--- config.mk ---
export PLATFORM = sky130hd
export DESIGN_NAME = circular_queue_with_reverse
export DESIGN_NICKNAME = d
export VERILOG_FILES = /design/src/sv/cqr_pkg.sv /design/src/sv/circular_queue_with_reverse.sv /design/src/sv/cqr_ram.sv /design/src/sv/cqr_ctrl.sv /design/src/sv/cqr_dp.sv
export SDC_FILE = /design/constraint.sdc
export NUM_CORES = 2
export LEC_CHECK = 0
export BUFFER_PORTS_ARGS = -buffer_cell sky130_fd_sc_hd__clkbuf_2
export CAP_MARGIN = 40
export CORE_MARGIN = 3
export CORE_UTILIZATION = 50
export CTS_CLUSTER_SIZE = 12
export DETAILED_ROUTE_END_ITERATION = 10
export PLACE_DENSITY = 0.65
export SLEW_MARGIN = 20
export SYNTH_ARGS = -nofsm -noshare
export SYNTH_HDL_FRONTEND = slang
export SYNTH_HIERARCHICAL = 1
export SYNTH_SLANG_ARGS = --single-unit
--- constraint.sdc ---
create_clock -name clk -period 6.85 [get_ports clk]
set_input_delay 0.685 -clock clk [delete_from_list [all_inputs] [get_ports clk]]
set_output_delay 0.685 -clock clk [all_outputs]
set_load 0.01 [all_outputs]
--- src/sv/cqr_pkg.sv ---
// shared types and codes for the circular queue with reverse
// no dependencies

package cqr_pkg;

  localparam int DATA_W    = 32;
  localparam int ACT_W     = 2;
  localparam int STAT_W    = 2;
  localparam int OCC_W     = 8;
  localparam int DEPTH_DEF = 128;

  // action codes
  localparam logic [ACT_W-1:0] ACT_ENQ = 2'd0;
  localparam logic [ACT_W-1:0] ACT_DEQ = 2'd1;
  localparam logic [ACT_W-1:0] ACT_REV = 2'd2;

  // status codes
  localparam logic [STAT_W-1:0] ST_OK    = 2'd0;
  localparam logic [STAT_W-1:0] ST_OVER  = 2'd1;
  localparam logic [STAT_W-1:0] ST_UNDER = 2'd2;

  // controller to datapath
  typedef struct packed {
    logic accept;
    logic deq_read;
    logic fill_read;
  } cqr_cmd_t;

  // datapath to controller
  typedef struct packed {
    logic empty;
  } cqr_stat_t;

endpackage

--- src/sv/circular_queue_with_reverse.sv ---
// results: enqueue, reverse and underflow give their result in the cycle after the transaction,
// a dequeue that reads the ram gives it via the ram read register, then the result register
// throughput: 1 transaction a cycle for enqueue and reverse while the result is taken,
// a dequeue holds off input until its ram data is loaded; reverse is a head move and flag flip
// reset: synchronous active-low rst_n empties the queue, ram contents are left as they are

module circular_queue_with_reverse
  import cqr_pkg::*;
#(
  parameter int DEPTH = DEPTH_DEF
) (
  input  logic                     clk,
  input  logic                     rst_n,
  input  logic                     in_valid,
  output logic                     in_ready,
  input  logic [ACT_W-1:0]         in_action,
  input  logic signed [DATA_W-1:0] in_item_value,
  output logic                     out_valid,
  input  logic                     out_ready,
  output logic signed [DATA_W-1:0] out_read_value,
  output logic [STAT_W-1:0]        out_status,
  output logic [OCC_W-1:0]         out_occupancy,
  output logic                     out_is_empty,
  output logic                     out_is_full
);

  // commands down, status up
  cqr_cmd_t  cmd;
  cqr_stat_t stat;

  // controller: accepts a transaction when idle and the result register is free
  // or being drained in the same cycle
  cqr_ctrl u_ctrl (
    .clk       (clk),
    .rst_n     (rst_n),
    .in_valid  (in_valid),
    .in_action (in_action),
    .in_ready  (in_ready),
    .out_valid (out_valid),
    .out_ready (out_ready),
    .stat      (stat),
    .cmd       (cmd)
  );

  // datapath: entries live in ram, order reversal handled by walk direction
  cqr_dp #(
    .DEPTH (DEPTH)
  ) u_dp (
    .clk            (clk),
    .rst_n          (rst_n),
    .cmd            (cmd),
    .stat           (stat),
    .in_action      (in_action),
    .in_item_value  (in_item_value),
    .out_read_value (out_read_value),
    .out_status     (out_status),
    .out_occupancy  (out_occupancy),
    .out_is_empty   (out_is_empty),
    .out_is_full    (out_is_full)
  );

endmodule

--- src/sv/cqr_ram.sv ---
// generic single write, single read ram with registered read data
// no dependencies

module cqr_ram #(
  parameter int WIDTH = 32,
  parameter int DEPTH = 128
) (
  input  logic                     clk,
  input  logic                     we,
  input  logic [$clog2(DEPTH)-1:0] waddr,
  input  logic [WIDTH-1:0]         wdata,
  input  logic                     re,
  input  logic [$clog2(DEPTH)-1:0] raddr,
  output logic [WIDTH-1:0]         rdata
);

  logic [WIDTH-1:0] mem [DEPTH];
  logic [WIDTH-1:0] rdata_r;

  always_ff @(posedge clk) begin
    if (we) begin
      mem[waddr] <= wdata;
    end
    if (re) begin
      rdata_r <= mem[raddr];
    end
  end

  assign rdata = rdata_r;

endmodule

--- src/sv/cqr_ctrl.sv ---
// handshake controller for the circular queue with reverse
// depends on cqr_pkg

module cqr_ctrl
  import cqr_pkg::*;
(
  input  logic             clk,
  input  logic             rst_n,
  input  logic             in_valid,
  input  logic [ACT_W-1:0] in_action,
  output logic             in_ready,
  output logic             out_valid,
  input  logic             out_ready,
  input  cqr_stat_t        stat,
  output cqr_cmd_t         cmd
);

  localparam logic S_IDLE = 1'b0;
  localparam logic S_READ = 1'b1;

  logic state_r, state_nxt;
  logic out_valid_r, out_valid_nxt;
  logic accept, deq_read;

  assign in_ready = (state_r == S_IDLE) && (!out_valid_r || out_ready);
  assign accept   = in_valid && in_ready;
  // a dequeue from a non-empty queue waits in S_READ for ram data
  assign deq_read = accept && (in_action == ACT_DEQ) && !stat.empty;

  always_comb begin
    state_nxt     = state_r;
    out_valid_nxt = out_valid_r;
    if (out_valid_r && out_ready) begin
      out_valid_nxt = 1'b0;
    end
    unique case (state_r)
      S_IDLE: begin
        if (deq_read) begin
          state_nxt = S_READ;
        end else if (accept) begin
          out_valid_nxt = 1'b1;
        end
      end
      S_READ: begin
        state_nxt     = S_IDLE;
        out_valid_nxt = 1'b1;
      end
      default: begin
        state_nxt = S_IDLE;
      end
    endcase
  end

  always_ff @(posedge clk) begin
    if (!rst_n) begin
      state_r     <= S_IDLE;
      out_valid_r <= 1'b0;
    end else begin
      state_r     <= state_nxt;
      out_valid_r <= out_valid_nxt;
    end
  end

  assign out_valid     = out_valid_r;
  assign cmd.accept    = accept;
  assign cmd.deq_read  = deq_read;
  assign cmd.fill_read = (state_r == S_READ);

endmodule

--- src/sv/cqr_dp.sv ---
// datapath: head, count, direction flag, entry ram and result registers
// depends on cqr_pkg and cqr_ram

module cqr_dp
  import cqr_pkg::*;
#(
  parameter int DEPTH = DEPTH_DEF
) (
  input  logic                     clk,
  input  logic                     rst_n,
  input  cqr_cmd_t                 cmd,
  output cqr_stat_t                stat,
  input  logic [ACT_W-1:0]         in_action,
  input  logic signed [DATA_W-1:0] in_item_value,
  output logic signed [DATA_W-1:0] out_read_value,
  output logic [STAT_W-1:0]        out_status,
  output logic [OCC_W-1:0]         out_occupancy,
  output logic                     out_is_empty,
  output logic                     out_is_full
);

  localparam int AW = $clog2(DEPTH);
  localparam int CW = $clog2(DEPTH + 1);
  localparam int SW = CW + 1;

  // base + off modulo depth, base below depth, off at most depth
  function automatic logic [AW-1:0] fwd(input logic [AW-1:0] base, input logic [CW-1:0] off);
    logic [SW-1:0] s;
    s = SW'(base) + SW'(off);
    if (s >= SW'(DEPTH)) begin
      s = s - SW'(DEPTH);
    end
    return s[AW-1:0];
  endfunction

  // base - off modulo depth
  function automatic logic [AW-1:0] bwd(input logic [AW-1:0] base, input logic [CW-1:0] off);
    logic [SW-1:0] s;
    if (SW'(base) >= SW'(off)) begin
      s = SW'(base) - SW'(off);
    end else begin
      s = SW'(base) + SW'(DEPTH) - SW'(off);
    end
    return s[AW-1:0];
  endfunction

  logic [AW-1:0]            head_r, head_nxt;
  logic [CW-1:0]            count_r, count_nxt;
  logic                     rev_r, rev_nxt;
  logic                     we;
  logic [AW-1:0]            tail;
  logic [DATA_W-1:0]        ram_rdata;
  logic signed [DATA_W-1:0] rdv_r, rdv_nxt;
  logic [STAT_W-1:0]        status_r, status_nxt;
  logic [OCC_W-1:0]         occ_r;
  logic                     empty_r, full_r;
  logic                     full;

  assign full       = (count_r == CW'(DEPTH));
  assign stat.empty = (count_r == '0);
  assign tail       = rev_r ? bwd(head_r, count_r) : fwd(head_r, count_r);

  always_comb begin
    head_nxt   = head_r;
    count_nxt  = count_r;
    rev_nxt    = rev_r;
    we         = 1'b0;
    rdv_nxt    = '0;
    status_nxt = ST_OK;
    unique case (in_action)
      ACT_ENQ: begin
        if (full) begin
          status_nxt = ST_OVER;
        end else begin
          we        = cmd.accept;
          count_nxt = count_r + CW'(1);
        end
      end
      ACT_DEQ: begin
        if (stat.empty) begin
          rdv_nxt    = -32'sd1;
          status_nxt = ST_UNDER;
        end else begin
          head_nxt  = rev_r ? bwd(head_r, CW'(1)) : fwd(head_r, CW'(1));
          count_nxt = count_r - CW'(1);
        end
      end
      ACT_REV: begin
        // with more than one entry, the newest entry becomes the head and walk direction flips
        if (count_r > CW'(1)) begin
          rev_nxt  = !rev_r;
          head_nxt = rev_r ? bwd(head_r, count_r - CW'(1))
                           : fwd(head_r, count_r - CW'(1));
        end
      end
      default: begin
      end
    endcase
  end

  always_ff @(posedge clk) begin
    if (!rst_n) begin
      head_r  <= '0;
      count_r <= '0;
      rev_r   <= 1'b0;
    end else if (cmd.accept) begin
      head_r  <= head_nxt;
      count_r <= count_nxt;
      rev_r   <= rev_nxt;
    end
  end

  always_ff @(posedge clk) begin
    if (cmd.accept) begin
      rdv_r    <= rdv_nxt;
      status_r <= status_nxt;
      occ_r    <= OCC_W'(count_nxt);
      empty_r  <= (count_nxt == '0);
      full_r   <= (count_nxt == CW'(DEPTH));
    end else if (cmd.fill_read) begin
      rdv_r <= ram_rdata;
    end
  end

  cqr_ram #(
    .WIDTH (DATA_W),
    .DEPTH (DEPTH)
  ) u_ram (
    .clk   (clk),
    .we    (we),
    .waddr (tail),
    .wdata (in_item_value),
    .re    (cmd.deq_read),
    .raddr (head_r),
    .rdata (ram_rdata)
  );

  assign out_read_value = rdv_r;
  assign out_status     = status_r;
  assign out_occupancy  = occ_r;
  assign out_is_empty   = empty_r;
  assign out_is_full    = full_r;

endmodule

**Word level (Yosys, flattened, before mapping)**

Memory sizes are Yosys's and may differ from the RTL's. A register that Yosys moved wholly into a read port is not among the register bits.
Index checks and enable logic that the tools add are counted.

- Bitwise logic cells: 1
- Muxes and demuxes: 32
- Equality and inequality tests: 6
- Reduce and logical (&&, ||, !) cells: 16
- Add/sub/neg operators: 15
- Magnitude comparators: 7

Operators with widths:

| operator | count |
|---|---|
| $mux W32 | 4 |
| $mux W7 | 11 |
| $sub A7 B1 Y7 const B | 5 |
| $sub A7 B7 Y7 | 4 |
| $add A7 B8 Y9 | 2 |
| $ge A9 B8 Y1 const B | 2 |
| $eq A8 B8 Y1 const B | 2 |
| $ge A7 B8 Y1 | 2 |
| $logic_not A8 Y1 | 2 |
| $mux W8 | 2 |
| $pmux W8 S2 | 1 |
| $pmux W7 S2 | 1 |
| $mux W1 | 9 |
| $add A7 B1 Y8 const B | 1 |
| $add A8 B1 Y8 const B | 1 |
| $ge A8 B8 Y1 const B | 1 |
| $gt A8 B1 Y1 const B | 1 |
| $sub A8 B1 Y8 const B | 1 |
| $add A7 B1 Y7 const B | 1 |
| $ge A7 B1 Y1 const B | 1 |
| $logic_and A1 B1 Y1 | 5 |
| $pmux W1 S2 | 2 |
| $pmux W2 S2 | 1 |
| $reduce_and A4 Y1 | 1 |
| 11 further kinds | 14 |

- Memories: 1
- Register bits after elaboration: 62
- Output and inout port bits: 46
- Memory bits (writable): 4096

Memory list:

| memory | depth | width | rd ports | clocked after Yosys merged registers in | write ports | RTL line | RTL |
|---|---|---|---|---|---|---|---|
| u_dp.u_ram.mem | 128 | 32 | 1 | 1 | 1 | cqr_ram.sv:17 | `logic [WIDTH-1:0] mem [DEPTH];` |

**Longest topological paths before layout**

- Depth in word-level cells: 8
- Depth in mapped cells: 17
- Depth with buffers taken out: 15

**By module**

Netlist, hierarchy kept.

By module, submodules not included:

| module | area each (µm²) | times used | cells each |
|---|---|---|---|
| cqr_ram | 156596.4 | 1 | 5990 |
| cqr_dp | 3632.2 | 1 | 395 |
| cqr_ctrl | 133.9 | 1 | 15 |

**Least setup slack after synthesis**

No wires, ideal clock.

- Kind: register to register
- Start: reg u_dp.count_r[1]
- End: mem u_dp.u_ram.mem[78][0] (enable)
- Clock period less this slack: 5.882 ns
- Data arrival time: 5.421 ns
- Buffers on the path: 2
- Setup time: 0.461 ns
- Required time: 6.389 ns
- Cell stages (with the launch flop): 15
- Path slack: 0.968 ns
- Cells stage by stage: dfxtp_1 -> clkbuf_1 -> inv_1 -> ha_1 -> clkbuf_1 -> mux2i_1 -> fa_1 -> a21o_1 -> a21oi_1 -> o21bai_1 -> a21oi_1 -> xnor2_1 -> nor2b_1 -> nand3_1 -> nor3_1

- Elaborated cells on any way between the ends: 14
- Those cells by class: add/sub (4); order compare (2); eq/ne (1); mux (7)

RTL lines:

| what | RTL line | RTL |
|---|---|---|
| from (decl) | cqr_dp.sv:48 | `logic [CW-1:0] count_r, count_nxt;` |
| from (signal assigned) | cqr_dp.sv:108 | `count_r <= count_nxt;` |
| $add A7 B8 Y9 | cqr_dp.sv:29 | `s = SW'(base) + SW'(off);` |
| $ge A9 B8 Y1 or $sub A7 B1 Y7 (tied branches) | cqr_dp.sv:30, cqr_dp.sv:31 |  |
| $mux W7 | cqr_dp.sv:30 | `if (s >= SW'(DEPTH)) begin` |
| $mux W7 * | cqr_dp.sv:61 | `assign tail = rev_r ? bwd(head_r, count_r) : fwd(head_r, count_r);` |
| via u_dp.tail[6] | cqr_dp.sv:51 | `logic [AW-1:0] tail;` |
| to (decl) | cqr_ram.sv:17 |  |

Mark *: on every way through the listed nets, which the timed path passes. The rest lies on a longest branch.

**Worst setup path after layout**

- Start: reg u_dp.count_r[0]
- End: mem u_dp.u_ram.mem[5][29] (enable)

Same word-level chain as after synthesis.

==> summary.txt <==
Synth
  – Synthesized area per cell: 25.1 sq um
  – Top FF cell, synth: edfxtp_1
  – Post-synthesis simple-gate area fraction: 0.822%
  – Syn Nets: 6455
  – Warnings from Yosys: 6
  – Cells after Synth: 6400
  – Seq/Total Area, Yosys: 78.3%
  – Post-synthesis mux area share: 19.1%
  – Register bit count reported by yosys: 4190
  – Yosys top cell by area: edfxtp_1
  – Largest family of logic cells by synthesized area: multiplexers
  – Yosys top cell area share: 78.1%
  – Post-Synth XOR/XNOR Area: 0.109%
  – EDFF count, synth: 4172
  – Netlist cell types: 60
  – Syn Std Cell Area: 160000 sq um
  – Async S/R FF share, synth: 0%
  – Post-synthesis compound-gate area fraction: 0.417%
  – Main area contributors after synthesis: edfxtp_1 78%, mux4_2 19%, clkbuf_1 0.48%, nor2_1 0.31%, buf_2 0.26%
  – Post-synthesis adder-cell area fraction: 0.142%

Clock network
  – Total CTS buffers: 418
  – Max H-tree Level: 5
  – Clock latency on the worst-skew pair: 950 ps
  – Cts repair resizes: 0
  – Clock transition at path regs: 70 ps
  – CTS tree: done
  – Deepest clock path buffer count: 4
  – TritonCTS Sinks: 4190
  – Post-CTS setup buffer count: 0
  – Hold Buf Count CTS: 2
  – CTS root buf: clkbuf_16

Worst hold path
  – Min-delay worst type: in -> reg

Layout
  – Layout cell share with drive strength beyond 1: 33.7%
  – Final net count: 6922
  – Fin area: 182000 sq um
  – Commonest non-fill, non-tap cell in the layout: edfxtp_1
  – Post-route insts no fill: 11330
  – Area Overhead vs Synth: 13.7%
  – Layout filler cell count: 22269
  – Multi-input gate area: 34000 sq um
  – Most frequent cells in the layout: 4172 x edfxtp_1, 1344 x mux4_2, 421 x clkbuf_16
  – Sequential cell area: 126000 sq um
  – Final core utilization: 57.3%

Timing
  – Min Clock Period, post-route: 5300 ps
  – Final Cycle Share: 77.4%
  – Layout Skew: 50.5 ps
  – Max Fclk: 189 MHz
  – Final slew viol count: 0
  – RSZ-0062 raised after global routing: no
  – Max_slew headroom: 25.6%
  – TNS Setup: 0 ps
  – Worst-Margin Slew: 1120 ps
  – Final setup vio count: 0
  – Fin. Hold Viols: 0

Route
  – Drt first pass iters: 8
  – Via count: 73642
  – Residual DRC: 0
  – Routed Wire Length: 412000 um
  – Drt via density: 6.50
  – Final antenna-violating net count: 0
  – DRT iter0 DRCs: 12013
  – Avg WL per Cell: 36.4 um

Floorplanning
  – Die height: 572 um
  – FP Rows: 207
  – Die width: 572 um
  – Die ar.: 328000 sq um
  – Initial Util: 50.3%
  – # IOs: 84
  – Core area: 319000 sq um

Global route
  – Largest net degree at the start of global routing: 133
  – Initial antenna violation count: 63
  – First-pass GRT wire length: 577000 um
  – Vias in the first global route: 72092
  – GRT Util Overall: 25.3%
  – GRT overflow: 0

Placement
  – Placed inst area: 169000 sq um
  – Gpl congestion: 0.872
  – Port bufs: 83
  – Placed Instances: 10597
  – Hpwl dp: 254000 um

Pwr
  – VDD IR max: 0.000242 V
  – Power per cell area: 298 nW/um^2
  – LEAKAGE: 54.3 nW

Critical path
  – Arr. time, crit path: 5870 ps
  – CP required: 7420 ps
  – Critical path type: reg -> reg
  – CP Max Fanout: 19
  – Worst Setup End Kind: register
  – Startpoint Class: register

Run status
  – Outcome: finished, final reports clean

Job
  – # Max-Cap Violations: 0
[final timing paths]
path | depth (start not counted) | to | start | slack [ps]
max | 13 | u_dp/u_ram/mem[5][29] | u_dp/count_r[0] | 1550
min | 1 | u_dp/u_ram/mem[92][22] | in_item_value[22] | 60
max reg2reg | 13 | u_dp/u_ram/mem[5][29] | u_dp/count_r[0] | 1550
min reg2reg | 2 | u_dp/out_read_value[27] | u_dp/u_ram/rdata[27] | 620
[flip-flops by register name, indices dropped and copies added (netlist names)]
name                 count
u_dp/head_r              7
u_dp/out_is_full         1
u_dp/out_is_empty        1
u_dp/out_status          2
u_dp/u_ram/mem        4096
u_dp/out_occupancy       8
u_dp/count_r             8
u_ctrl/state_r           1
u_dp/out_read_value     32
u_ctrl/out_valid         1
u_dp/rev_r               1
u_dp/u_ram/rdata        32
[cell type report]
type | instances | area share [%]
clock inverters | 135 | 0.632
diodes | 30 | 0.0412
inverters | 51 | 0.105
clock buffers | 538 | 6.02
well taps | 4180 | 2.87
multi-input cells | 1811 | 18.7
repair buffers | 395 | 2.77
flip-flops and latches | 4190 | 68.9
[metrics by stage]
step	hold WS, ps	total power [mW]	worst slack [ps]
2_1_floorplan	474	31.5	968
3_3_place_gp	575	33.7	1240
3_5_place_dp	589	33.9	1570
4_1_cts	40.0	54.5	1550
5_1_grt	39.7	55.8	1390
6_report	58.2	54.3	1550
[layer usage]
layer | up-vias | global-route usage, % | part of all wire (%)
met3 | 513 | 6.46 | 12
met2 | 4213 | 37.0 | 46
met4 | 14 | 6.64 | 2.7
li1 | 28735 | - | -
met5 | - | 0 | 0.022
met1 | 40167 | 38.6 | 39
[worst max-delay path: stages (launching register included)]
cell and delay [ps]:
dfxtp_1 600, inv_1 200, ha_1 480, mux2i_1 180, fa_1 480, a21o_1 200
a21oi_1 240, o21bai_1 100, a21oi_1 200, xnor2_1 200, nor2_1 300, nand2_1 550
nor2_4 690, buf_4 460
[where the power goes]
group	leakage, nW	internal [mW]	switching [mW]
clock network	5.87	11.5	9.28
logic	10.7	1.85	3.13
registers	37.7	28.4	0.0938
[kinds of logic after synthesis]
family	count (synthesis)
AND/OR/NAND/NOR	284
AO/OA/AOI/OAI	109
adder cells (fa/ha/maj)	17
flip-flops	4190
buffers and inverters	399
XOR/XNOR	20
multiplexers	1381
[cells in the mapped netlist (10+ instances only)]
master and instances:
o21ai_0 49, buf_1 51, nand3_1 23, inv_1 51, edfxtp_1 4172, mux2_2 32, dfxtp_1 18, xnor2_1 13
ha_1 15, clkbuf_1 204, nor2b_1 20, nand2_1 41, mux4_2 1344, and3_1 10, a21oi_1 21, nor2_1 134
buf_2 82, nor3_1 21
No activity file was read; power rests on OpenSTA's default activity.
